**src/sv/ctok_pkg.sv**
```systemverilog
// Shared constants, types and lookup functions of the C subset tokenizer.
`timescale 1ns / 1ps
`default_nettype none
package ctok_pkg;

   localparam int OFFSET_WIDTH_DEF = 32;
   localparam int LENGTH_WIDTH_DEF = 16;
   localparam int QUEUE_DEPTH      = 4;
   localparam int KIND_WIDTH       = 6;
   localparam int VALUE_WIDTH      = 64;

   localparam logic [5:0] KIND_PU_BASE = 6'd19;
   localparam logic [5:0] KIND_IDENT   = 6'd60;
   localparam logic [5:0] KIND_LIT     = 6'd61;
   localparam logic [5:0] KIND_END     = 6'd62;
   localparam logic [5:0] KIND_ERR     = 6'd63;

   typedef struct packed {
      logic       hit;
      logic       longer;
      logic [5:0] kind;
   } punct_type;

   function automatic logic is_letter(input logic [7:0] b);
      return (b >= "a" && b <= "z") || (b >= "A" && b <= "Z");
   endfunction

   function automatic logic is_digit(input logic [7:0] b);
      return b >= "0" && b <= "9";
   endfunction

   function automatic logic is_space(input logic [7:0] b);
      return b == " " || (b >= 8'd9 && b <= 8'd13);
   endfunction

   function automatic punct_type pu_one(input logic [7:0] b);
      punct_type r;
      r = '{hit: 1'b1, longer: 1'b0, kind: KIND_ERR};
      case (b)
         ",": r.kind = KIND_PU_BASE + 6'd0;
         "?": r.kind = KIND_PU_BASE + 6'd1;
         ":": r.kind = KIND_PU_BASE + 6'd2;
         ";": r.kind = KIND_PU_BASE + 6'd3;
         "(": r.kind = KIND_PU_BASE + 6'd4;
         ")": r.kind = KIND_PU_BASE + 6'd5;
         "{": r.kind = KIND_PU_BASE + 6'd6;
         "}": r.kind = KIND_PU_BASE + 6'd7;
         "~": r.kind = KIND_PU_BASE + 6'd8;
         "+": begin r.kind = KIND_PU_BASE + 6'd16; r.longer = 1'b1; end
         "-": begin r.kind = KIND_PU_BASE + 6'd17; r.longer = 1'b1; end
         "*": begin r.kind = KIND_PU_BASE + 6'd18; r.longer = 1'b1; end
         "/": begin r.kind = KIND_PU_BASE + 6'd19; r.longer = 1'b1; end
         "%": begin r.kind = KIND_PU_BASE + 6'd20; r.longer = 1'b1; end
         "&": begin r.kind = KIND_PU_BASE + 6'd28; r.longer = 1'b1; end
         "|": begin r.kind = KIND_PU_BASE + 6'd29; r.longer = 1'b1; end
         "^": begin r.kind = KIND_PU_BASE + 6'd30; r.longer = 1'b1; end
         "!": begin r.kind = KIND_PU_BASE + 6'd34; r.longer = 1'b1; end
         "=": begin r.kind = KIND_PU_BASE + 6'd38; r.longer = 1'b1; end
         ">": begin r.kind = KIND_PU_BASE + 6'd39; r.longer = 1'b1; end
         "<": begin r.kind = KIND_PU_BASE + 6'd40; r.longer = 1'b1; end
         default: r.hit = 1'b0;
      endcase
      return r;
   endfunction

   function automatic punct_type pu_two(input logic [15:0] s);
      punct_type r;
      r = '{hit: 1'b1, longer: 1'b0, kind: KIND_ERR};
      case (s)
         "++": r.kind = KIND_PU_BASE + 6'd9;
         "--": r.kind = KIND_PU_BASE + 6'd10;
         "+=": r.kind = KIND_PU_BASE + 6'd11;
         "-=": r.kind = KIND_PU_BASE + 6'd12;
         "*=": r.kind = KIND_PU_BASE + 6'd13;
         "/=": r.kind = KIND_PU_BASE + 6'd14;
         "%=": r.kind = KIND_PU_BASE + 6'd15;
         "&&": r.kind = KIND_PU_BASE + 6'd21;
         "||": r.kind = KIND_PU_BASE + 6'd22;
         "&=": r.kind = KIND_PU_BASE + 6'd23;
         "|=": r.kind = KIND_PU_BASE + 6'd24;
         "^=": r.kind = KIND_PU_BASE + 6'd25;
         ">>": begin r.kind = KIND_PU_BASE + 6'd31; r.longer = 1'b1; end
         "<<": begin r.kind = KIND_PU_BASE + 6'd32; r.longer = 1'b1; end
         "!=": r.kind = KIND_PU_BASE + 6'd33;
         "==": r.kind = KIND_PU_BASE + 6'd35;
         ">=": r.kind = KIND_PU_BASE + 6'd36;
         "<=": r.kind = KIND_PU_BASE + 6'd37;
         default: r.hit = 1'b0;
      endcase
      return r;
   endfunction

   function automatic punct_type pu_three(input logic [23:0] s);
      punct_type r;
      r = '{hit: 1'b1, longer: 1'b0, kind: KIND_ERR};
      case (s)
         ">>=": r.kind = KIND_PU_BASE + 6'd26;
         "<<=": r.kind = KIND_PU_BASE + 6'd27;
         default: r.hit = 1'b0;
      endcase
      return r;
   endfunction

   // word holds its bytes with the first byte highest
   function automatic logic [5:0] kw_kind(input logic [63:0] w);
      logic [5:0] k;
      k = KIND_IDENT;
      case (w)
         64'("return"):   k = 6'd0;
         64'("void"):     k = 6'd1;
         64'("if"):       k = 6'd2;
         64'("else"):     k = 6'd3;
         64'("do"):       k = 6'd4;
         64'("while"):    k = 6'd5;
         64'("for"):      k = 6'd6;
         64'("goto"):     k = 6'd7;
         64'("break"):    k = 6'd8;
         64'("continue"): k = 6'd9;
         64'("static"):   k = 6'd10;
         64'("extern"):   k = 6'd11;
         64'("switch"):   k = 6'd12;
         64'("case"):     k = 6'd13;
         64'("default"):  k = 6'd14;
         64'("int"):      k = 6'd15;
         64'("unsigned"): k = 6'd16;
         64'("signed"):   k = 6'd17;
         64'("long"):     k = 6'd18;
         default:         k = KIND_IDENT;
      endcase
      return k;
   endfunction

endpackage
`default_nettype wire

```
**src/sv/ctok_front.sv**
```systemverilog
// Front part: scans bytes and builds up to two result records per byte.
`timescale 1ns / 1ps
`default_nettype none
module ctok_front
   import ctok_pkg::*;
#(
   parameter int OFFSET_WIDTH = OFFSET_WIDTH_DEF,
   parameter int LENGTH_WIDTH = LENGTH_WIDTH_DEF,
   parameter int REC_W = KIND_WIDTH + VALUE_WIDTH + OFFSET_WIDTH + LENGTH_WIDTH + 1
) (
   input  wire logic                   clock,
   input  wire logic                   reset,
   input  wire logic                   in_take,
   input  wire logic [7:0]             in_byte,
   output logic                        push,
   output logic [2*REC_W:0]            push_data
);

   typedef struct packed {
      logic                    last;
      logic [LENGTH_WIDTH-1:0] length;
      logic [OFFSET_WIDTH-1:0] start;
      logic [VALUE_WIDTH-1:0]  value;
      logic [KIND_WIDTH-1:0]   kind;
   } rec_type;

   typedef enum logic [2:0] {
      M_IDLE, M_WORD, M_NUM, M_PUNCT, M_DISCARD
   } mode_type;

   localparam logic [LENGTH_WIDTH-1:0] LEN_MAX = '1;
   localparam logic [LENGTH_WIDTH-1:0] LEN_ONE = LENGTH_WIDTH'(1);
   localparam logic [LENGTH_WIDTH-1:0] LEN_TWO = LENGTH_WIDTH'(2);
   localparam logic [LENGTH_WIDTH-1:0] LEN_THREE = LENGTH_WIDTH'(3);
   localparam logic [LENGTH_WIDTH-1:0] LEN_EIGHT = LENGTH_WIDTH'(8);

   mode_type                mode_ff, mode_in;
   logic [15:0]             pend_ff, pend_in;
   logic [63:0]             word_ff, word_in;
   logic [LENGTH_WIDTH-1:0] run_ff, run_in;
   logic [63:0]             acc_ff, acc_in;
   logic [OFFSET_WIDTH-1:0] pos_ff, pos_in;
   logic [OFFSET_WIDTH-1:0] tstart_ff, tstart_in;

   rec_type   close_rec, idle_rec;
   logic      close_v, idle_v, used;
   punct_type p1, p2, p3, pc1, pc2;
   logic [LENGTH_WIDTH-1:0] run_inc;
   logic [63:0] digit;

   always_comb begin
      run_inc = (run_ff < LEN_MAX) ? run_ff + LEN_ONE : LEN_MAX;
      digit   = 64'(in_byte - "0");
      p1  = pu_one(in_byte);
      pc1 = pu_one(pend_ff[7:0]);
      p2  = pu_two({pend_ff[7:0], in_byte});
      pc2 = pu_two(pend_ff);
      p3  = pu_three({pend_ff, in_byte});

      mode_in   = mode_ff;
      pend_in   = pend_ff;
      word_in   = word_ff;
      run_in    = run_ff;
      acc_in    = acc_ff;
      tstart_in = tstart_ff;
      pos_in    = pos_ff + OFFSET_WIDTH'(1);
      used      = 1'b0;
      close_v   = 1'b0;
      idle_v    = 1'b0;
      close_rec = '{last: 1'b0, length: run_ff, start: tstart_ff, value: '0,
                    kind: KIND_IDENT};
      idle_rec  = '{last: 1'b0, length: LEN_ONE, start: pos_ff, value: '0,
                    kind: KIND_ERR};

      unique case (mode_ff)
         M_WORD: begin
            if (is_letter(in_byte) || is_digit(in_byte) || in_byte == "_") begin
               if (run_ff < LEN_EIGHT) word_in = {word_ff[55:0], in_byte};
               run_in = run_inc;
               used   = 1'b1;
            end else begin
               close_v = 1'b1;
               close_rec.kind = (run_ff <= LEN_EIGHT) ? kw_kind(word_ff) : KIND_IDENT;
               mode_in = M_IDLE;
            end
         end
         M_NUM: begin
            if (is_digit(in_byte)) begin
               acc_in = {acc_ff[60:0], 3'b0} + {acc_ff[62:0], 1'b0} + digit;
               run_in = run_inc;
               used   = 1'b1;
            end else begin
               close_v = 1'b1;
               close_rec.kind  = KIND_LIT;
               close_rec.value = acc_ff;
               mode_in = M_IDLE;
            end
         end
         M_PUNCT: begin
            if (run_ff == LEN_TWO) begin
               close_v = 1'b1;
               used    = p3.hit;
               close_rec.kind   = p3.hit ? p3.kind : (pc2.hit ? pc2.kind : KIND_ERR);
               close_rec.length = p3.hit ? LEN_THREE : LEN_TWO;
               mode_in = M_IDLE;
            end else if (p2.hit) begin
               used = 1'b1;
               if (p2.longer) begin
                  pend_in = {pend_ff[7:0], in_byte};
                  run_in  = LEN_TWO;
               end else begin
                  close_v = 1'b1;
                  close_rec.kind   = p2.kind;
                  close_rec.length = LEN_TWO;
                  mode_in = M_IDLE;
               end
            end else begin
               close_v = 1'b1;
               close_rec.kind   = pc1.hit ? pc1.kind : KIND_ERR;
               close_rec.length = LEN_ONE;
               mode_in = M_IDLE;
            end
            // a three-byte match is emitted as the closing record
         end
         M_DISCARD: begin
            used = 1'b1;
            if (in_byte == 8'd0) begin
               mode_in = M_IDLE;
               pos_in  = '0;
            end
         end
         M_IDLE: ;
         default: mode_in = M_IDLE;
      endcase

      if (!used) begin
         if (in_byte == 8'd0) begin
            idle_v = 1'b1;
            idle_rec.kind   = KIND_END;
            idle_rec.length = '0;
            idle_rec.last   = 1'b1;
            mode_in = M_IDLE;
            pos_in  = '0;
         end else if (is_space(in_byte)) begin
            mode_in = M_IDLE;
         end else if (is_letter(in_byte)) begin
            mode_in   = M_WORD;
            tstart_in = pos_ff;
            word_in   = {56'd0, in_byte};
            run_in    = LEN_ONE;
         end else if (is_digit(in_byte)) begin
            mode_in   = M_NUM;
            tstart_in = pos_ff;
            acc_in    = digit;
            run_in    = LEN_ONE;
         end else if (p1.hit && p1.longer) begin
            mode_in   = M_PUNCT;
            tstart_in = pos_ff;
            pend_in   = {8'd0, in_byte};
            run_in    = LEN_ONE;
         end else if (p1.hit) begin
            idle_v = 1'b1;
            idle_rec.kind = p1.kind;
            mode_in = M_IDLE;
         end else begin
            idle_v = 1'b1;
            idle_rec.length = '0;
            idle_rec.last   = 1'b1;
            mode_in = M_DISCARD;
         end
      end

      push = in_take && (close_v || idle_v);
      if (close_v) begin
         push_data = {idle_v, idle_rec, close_rec};
      end else begin
         push_data = {1'b0, idle_rec, idle_rec};
      end
   end

   always_ff @(posedge clock) begin
      if (reset) begin
         mode_ff   <= M_IDLE;
         pend_ff   <= '0;
         word_ff   <= '0;
         run_ff    <= '0;
         acc_ff    <= '0;
         pos_ff    <= '0;
         tstart_ff <= '0;
      end else if (in_take) begin
         mode_ff   <= mode_in;
         pend_ff   <= pend_in;
         word_ff   <= word_in;
         run_ff    <= run_in;
         acc_ff    <= acc_in;
         pos_ff    <= pos_in;
         tstart_ff <= tstart_in;
      end
   end

endmodule
`default_nettype wire

```
**src/sv/ctok_queue.sv**
```systemverilog
// Short queue of record pairs between the scanner and the output stage.
`timescale 1ns / 1ps
`default_nettype none
module ctok_queue
   import ctok_pkg::*;
#(
   parameter int W = 8
) (
   input  wire logic         clock,
   input  wire logic         reset,
   input  wire logic         push,
   input  wire logic [W-1:0] push_data,
   output logic              full,
   output logic              nonempty,
   input  wire logic         pop,
   output logic [W-1:0]      pop_data
);

   localparam int AW = $clog2(QUEUE_DEPTH);
   localparam int CW = $clog2(QUEUE_DEPTH + 1);

   logic [W-1:0]  mem [QUEUE_DEPTH];
   logic [AW-1:0] wr_ff, rd_ff;
   logic [CW-1:0] cnt_ff;

   assign full     = cnt_ff == CW'(QUEUE_DEPTH);
   assign nonempty = cnt_ff != '0;
   assign pop_data = mem[rd_ff];

   always_ff @(posedge clock) begin
      if (push) mem[wr_ff] <= push_data;
   end

   always_ff @(posedge clock) begin
      if (reset) begin
         wr_ff  <= '0;
         rd_ff  <= '0;
         cnt_ff <= '0;
      end else begin
         if (push) wr_ff <= (wr_ff == AW'(QUEUE_DEPTH - 1)) ? '0 : wr_ff + AW'(1);
         if (pop)  rd_ff <= (rd_ff == AW'(QUEUE_DEPTH - 1)) ? '0 : rd_ff + AW'(1);
         cnt_ff <= cnt_ff + CW'(push) - CW'(pop);
      end
   end

`ifndef NO_ASSERTIONS
   a_no_overflow: assert property (@(posedge clock) disable iff (reset)
      full |-> !push || pop) else $error("queue overflow");
   a_no_underflow: assert property (@(posedge clock) disable iff (reset)
      pop |-> nonempty) else $error("queue underflow");
   a_count_bound: assert property (@(posedge clock) disable iff (reset)
      cnt_ff <= CW'(QUEUE_DEPTH)) else $error("queue count out of range");
   a_count_step: assert property (@(posedge clock) disable iff (reset)
      push && !pop |=> nonempty) else $error("queue lost a word");
`endif

endmodule
`default_nettype wire

```
**src/sv/ctok_out.sv**
```systemverilog
// Back part: splits record pairs and drives the registered result channel.
`timescale 1ns / 1ps
`default_nettype none
module ctok_out
   import ctok_pkg::*;
#(
   parameter int REC_W = 8
) (
   input  wire logic             clock,
   input  wire logic             reset,
   input  wire logic             q_nonempty,
   input  wire logic [2*REC_W:0] q_data,
   output logic                  q_pop,
   output logic                  out_valid,
   input  wire logic             out_ready,
   output logic [REC_W-1:0]      out_rec
);

   logic [REC_W-1:0] out_ff, hold_ff;
   logic             out_v_ff, hold_v_ff;
   logic             slot_free;

   assign slot_free = !out_v_ff || out_ready;
   assign q_pop     = slot_free && !hold_v_ff && q_nonempty;
   assign out_valid = out_v_ff;
   assign out_rec   = out_ff;

   always_ff @(posedge clock) begin
      if (reset) begin
         out_v_ff  <= 1'b0;
         hold_v_ff <= 1'b0;
      end else if (slot_free) begin
         if (hold_v_ff) begin
            out_v_ff  <= 1'b1;
            hold_v_ff <= 1'b0;
         end else begin
            out_v_ff  <= q_nonempty;
            hold_v_ff <= q_nonempty && q_data[2*REC_W];
         end
      end
   end

   always_ff @(posedge clock) begin
      if (slot_free) begin
         if (hold_v_ff) begin
            out_ff <= hold_ff;
         end else begin
            out_ff  <= q_data[REC_W-1:0];
            hold_ff <= q_data[2*REC_W-1:REC_W];
         end
      end
   end

endmodule
`default_nettype wire

```
**src/sv/c_subset_tokenizer.sv**
```systemverilog
// Top level of the C subset tokenizer: scanner, record queue and output stage.
//
//  channel | dir | word                                   | accepted when
//  req_    | in  | one source byte, 0 ends the text       | req_tvalid & req_tready
//  rsp_    | out | one token record, tlast on end/error   | rsp_tvalid & rsp_tready
//
// One byte per cycle while the queue has room; a byte that yields two records
// has them sent one at a time through the single result register.
// A result is written into the queue when its closing byte is taken, then into the result register.
// Synchronous reset returns the scanner to idle at offset zero and empties the queue.
// A stalled result side fills the four-entry queue, then drops req_tready.
`timescale 1ns / 1ps
`default_nettype none
module c_subset_tokenizer
   import ctok_pkg::*;
#(
   parameter int OFFSET_WIDTH = OFFSET_WIDTH_DEF,
   parameter int LENGTH_WIDTH = LENGTH_WIDTH_DEF,
   localparam int REC_W  = KIND_WIDTH + VALUE_WIDTH + OFFSET_WIDTH + LENGTH_WIDTH + 1,
   localparam int DATA_W = ((REC_W - 1 + 7) / 8) * 8
) (
   input  wire logic              clock,
   input  wire logic              reset,
   input  wire logic              req_tvalid,
   output logic                   req_tready,
   input  wire logic [7:0]        req_tdata,   // text_byte
   output logic                   rsp_tvalid,
   input  wire logic              rsp_tready,
   output logic [DATA_W-1:0]      rsp_tdata,   // token_kind, literal_value, start_offset, token_length
   output logic                   rsp_tlast
);

   logic               take, push, full, nonempty, pop;
   logic [2*REC_W:0]   push_data, pop_data;
   logic [REC_W-1:0]   rec;

   assign req_tready = !full;
   assign take       = req_tvalid && req_tready;

   ctok_front #(
      .OFFSET_WIDTH(OFFSET_WIDTH),
      .LENGTH_WIDTH(LENGTH_WIDTH),
      .REC_W       (REC_W)
   ) u_front (
      .clock    (clock),
      .reset    (reset),
      .in_take  (take),
      .in_byte  (req_tdata),
      .push     (push),
      .push_data(push_data)
   );

   ctok_queue #(
      .W(2 * REC_W + 1)
   ) u_queue (
      .clock    (clock),
      .reset    (reset),
      .push     (push),
      .push_data(push_data),
      .full     (full),
      .nonempty (nonempty),
      .pop      (pop),
      .pop_data (pop_data)
   );

   ctok_out #(
      .REC_W(REC_W)
   ) u_out (
      .clock     (clock),
      .reset     (reset),
      .q_nonempty(nonempty),
      .q_data    (pop_data),
      .q_pop     (pop),
      .out_valid (rsp_tvalid),
      .out_ready (rsp_tready),
      .out_rec   (rec)
   );

   assign rsp_tdata = DATA_W'(rec[REC_W-2:0]);
   assign rsp_tlast = rec[REC_W-1];

endmodule
`default_nettype wire

```
**config.mk**
```make
export PLATFORM = sky130hd
export DESIGN_NAME = c_subset_tokenizer
export DESIGN_NICKNAME = d
export VERILOG_FILES = /design/src/sv/ctok_pkg.sv /design/src/sv/ctok_front.sv /design/src/sv/ctok_queue.sv /design/src/sv/ctok_out.sv /design/src/sv/c_subset_tokenizer.sv
export SDC_FILE = /design/constraint.sdc
export NUM_CORES = 2
export LEC_CHECK = 0
export ABC_AREA = 0
export BUFFER_PORTS_ARGS = -buffer_cell sky130_fd_sc_hd__buf_4
export CAP_MARGIN = 20
export CORE_MARGIN = 4
export CORE_UTILIZATION = 30
export CTS_CLUSTER_SIZE = 20
export DETAILED_ROUTE_END_ITERATION = 8
export PLACE_DENSITY_LB_ADDON = 0.3
export SETUP_SLACK_MARGIN = 0.02
export SYNTH_ARGS = -nofsm -noshare
export SYNTH_HDL_FRONTEND = slang
export SYNTH_SLANG_ARGS = --single-unit
```
**constraint.sdc**
```tcl
create_clock -name clock -period 9.05 [get_ports clock]
set_input_delay 1.3575 -clock clock [delete_from_list [all_inputs] [get_ports clock]]
set_output_delay 1.3575 -clock clock [all_outputs]
set_load 0.01 [all_outputs]
```
==> results.py <==
metrics = {
    "status": {
        "status": "finished, final reports clean",
    },
    "clock_tree": {
        "clockRootBuffer": "clkbuf_16",
        "clockBufferDepth": 3,
        "clkLatencyLatePin_ns": 0.73,
        "htreeDepth": 3,
        "numClockSinks": 1037,
        "cts_tree": "built",
        "cts_buffers": 104,
        "postCtsSetupBuffers": 0,
        "cts.clk_slew.worst_paths_ns": 0.06,
        "ctsResizeCount": 0,
        "cts_hold_buffers": 0,
    },
    "timing": {
        "fin_crit_ns": 6.044,
        "finalHoldViolCount": 0,
        "rsz0062_at_grt": "no",
        "setup-tns-final_ns": 0,
        "setup_viol": 0,
        "slew_viol_final": 0,
        "relSlewSlack_pct": 31.09,
        "final.period_utilization_pct": 66.79,
        "timing.fmax_mhz": 165.4,
        "worst_clock_skew_ns": 0.04410,
        "max_slew.worst_pin.slew_ns": 1.034,
    },
    "layout": {
        "drive_above_1_share_pct": 14.96,
        "nets": 3899,
        "design_area_um2": 54690,
        "final_cells": 5912,
        "regArea_um2": 28770,
        "n_fill_cell": 15489,
        "postLayoutCoreUtil_pct": 34.49,
        "syn2layout_area_growth_pct": 14.01,
        "multiInputGateArea_um2": 18220,
    },
    "logic_synthesis": {
        "yosys_warnings": 0,
        "synth_compound_area_share_pct": 9.701,
        "synth_top_family_by_area": "simple AND/OR/NAND/NOR gates",
        "synth_cells": 3677,
        "avgSynthCellArea_um2": 13.05,
        "synth_xor_area_share_pct": 2.739,
        "yosys.area_share.simple_pct": 11.88,
        "synth-async-reset-ratio_pct": 0,
        "synthMuxAreaShare_pct": 9.646,
        "ys_seq_area_share_pct": 59.95,
        "synth-edff-count": 799,
        "synth-adder-area-share_pct": 3.813,
        "netlist_area_um2": 47970,
        "yosysUniqueCellTypes": 86,
        "ys_ff_latch": 1037,
        "synth_ff_type": "edfxtp_1",
    },
    "drt": {
        "first_pass_iters": 5,
        "drc_errors": 0,
        "drtAntennaViolNets": 0,
        "drt_first_iter_violations": 2359,
        "wl_per_cell_um": 20.27,
        "num_vias": 30323,
        "wirelength_um": 119800,
        "via_per_inst": 5.129,
    },
    "worst_setup_path": {
        "critPathMaxFanout": 25,
        "end_kind": "flip-flop",
        "crit_required_ns": 9.63,
        "critPathKind": "input port to flip-flop",
        "worst_setup_path_start_kind": "input port",
        "critPathArrivalTime_ns": 6.62,
    },
    "placement": {
        "place_congestion": 0.8743,
        "post_dp_cell_area_um2": 51140,
        "dpl.hpwl_um": 74920,
        "place_inst": 5710,
        "portBuffers": 132,
    },
    "grt": {
        "grt_max_degree": 91,
        "grt_usage_pct": 14.08,
        "gr-total-overflow": 0,
        "grt_pass1_vias": 30336,
        "grt_pass1_wl_um": 186400,
        "antenna_found_initial": 10,
    },
    "die": {
        "dieArea_um2": 166400,
        "rows": 146,
        "ioPinCount": 135,
        "die_h_um": 407.9,
        "start_util_pct": 30.25,
        "core-area_um2": 158600,
        "die_x_um": 407.9,
    },
    "power": {
        "pwr_density_cell_nw_per_um2": 256.1,
        "ir_drop_v": 0.0001859,
        "p_leak_nw": 20.21,
    },
    "flow_run": {
        "drv_cap": 0,
    },
    "worst_hold_path": {
        "hp-class": "flip-flop to flip-flop",
    },
}
## area by class of cell
cell class | count | area share, %
Clock inverter | 60 | 1.254
Timing Repair Buffer | 176 | 2.567
Multi-Input combinational cell | 2380 | 33.32
Sequential cell | 1037 | 52.61
Clock buffer | 138 | 5.178
Tap cell | 2072 | 4.741
Antenna cell | 3 | 0.01373
Inverter | 46 | 0.3249
## path summary, 6_finish.rpt
check,from,endpoint,slack [ns],depth (start not counted)
hold reg to reg,u_front.word_ff[59]$_SDFFE_PP0P_,u_front.word_ff[59]$_SDFFE_PP0P_,0.49,1
setup / recovery,req_tdata[4],u_front.acc_ff[30]$_SDFFE_PP0P_,3.01,16
setup reg to reg,u_front.pend_ff[0]$_SDFFE_PP0P_,u_queue.mem[0][121]$_DFFE_PP_,3.75,10
hold / removal,u_front.word_ff[59]$_SDFFE_PP0P_,u_front.word_ff[59]$_SDFFE_PP0P_,0.49,1
## power by group
group	total, mW	internal, mW	switching, mW
logic	3.32	1.52	1.80
clock network	4.40	2.51	1.89
registers	6.29	5.88	0.408
total	14.0	9.91	4.10
## synthesized netlist by cell type, types with 9 or more instances
cell | instances | area, um2
mux2_2 | 42 | 473.0
o21a_1 | 12 | 90.09
and2_1 | 38 | 237.7
a22o_1 | 59 | 516.8
nand3_1 | 84 | 420.4
nor2_1 | 263 | 987.2
buf_1 | 35 | 131.4
nand2b_1 | 37 | 231.5
a211oi_1 | 14 | 105.1
buf_6 | 9 | 101.4
dfxtp_1 | 238 | 4765
o31ai_1 | 17 | 127.6
o21ai_0 | 118 | 590.6
a221oi_1 | 23 | 201.4
o22ai_1 | 21 | 131.4
nand4_1 | 47 | 294.0
ha_1 | 135 | 1689
mux4_2 | 160 | 3603
a22oi_1 | 23 | 172.7
inv_1 | 46 | 172.7
o211ai_1 | 12 | 90.09
a21oi_1 | 180 | 900.9
mux2i_1 | 55 | 550.5
or3_1 | 15 | 93.84
nor3b_1 | 11 | 82.58
nor2b_1 | 99 | 619.3
buf_2 | 9 | 45.04
xor2_1 | 48 | 420.4
a21o_1 | 88 | 660.6
or4_1 | 10 | 75.07
and3_1 | 97 | 606.8
clkbuf_1 | 162 | 608.1
xnor2_1 | 102 | 893.4
nor4_1 | 27 | 168.9
a21boi_0 | 9 | 67.56
a31oi_1 | 25 | 156.4
edfxtp_1 | 799 | 23990
nand2_1 | 273 | 1025
o21bai_1 | 13 | 97.59
nor3_1 | 73 | 365.4
## cells in the final DEF, fill, tap and decap left out, types with 25 or more instances in the layout
cell         n
edfxtp_1   799
nand2_1    272
nor2_1     261
dfxtp_1    235
a21oi_1    180
buf_4      170
mux4_2     160
ha_1       135
o21ai_0    118
clkbuf_16  105
xnor2_1    102
nor2b_1     98
and3_1      97
a21o_1      88
nand3_1     84
nor3_1      71
a22o_1      59
mux2i_1     55
xor2_1      48
nand4_1     47
inv_1       45
mux2_2      42
nand2b_1    37
and2_1      33
nor4_1      26
a31oi_1     25
clkbuf_1    25
## registers in the layout (all words and copies together), names as in the netlist, named ones only
register           count
u_front.acc_ff        64
u_front.mode_ff        3
u_front.pend_ff       16
u_front.pos_ff        32
u_front.run_ff        16
u_front.tstart_ff     32
u_front.word_ff       64
u_out.hold_ff         40
u_out.hold_v_ff        1
u_out.out_rec        119
u_out.out_valid        1
u_queue.cnt_ff         3
u_queue.mem          640
u_queue.rd_ff          2
u_queue.wr_ff          2
## logic make-up after synthesis
logic type / Yosys count
compound gates: 692
xor+xnor: 150
fa+ha+maj: 142
buf+inv: 264
flops: 1037
mux: 257
other cells: 2
simple gates: 1133
## per-layer routing
metal / part of all wire [%] / vias up / global-route usage [%] / routed length, um
li1: - / 14214 / - / -
met1: 47 / 15325 / 19.56 / 55730
met2: 47 / 616 / 22.97 / 56580
met3: 4.3 / 160 / 2.180 / 5191
met4: 1.9 / 8 / 3.691 / 2276
met5: 0.040 / - / 0 / 48
## critical path, cell delays in order
cell and delay [ns]:
buf_4 0.16, ha_1 0.37, or3_2 0.85, buf_4 0.37, xnor2_1 0.15, ha_1 0.30
ha_1 0.35, a21boi_0 0.41, o21ai_0 0.13, a2111oi_0 0.83, o21ai_0 0.37, o21bai_1 0.32
a41oi_1 0.17, xnor2_1 0.16, a221oi_1 0.24, nor3_1 0.08
## per-stage QoR
stage,setup WS [ns],hold WS (ns),total power [mW]
6_report,3.006,0.4861,14.00
4_1_cts,3.053,0.4874,14.24
3_5_place_dp,2.300,0.4654,9.789
2_1_floorplan,1.071,0.4499,8.496
3_3_place_gp,2.462,0.4642,9.781
5_1_grt,2.589,0.5219,14.74
Note: power is estimated with default switching activity, not from simulation.
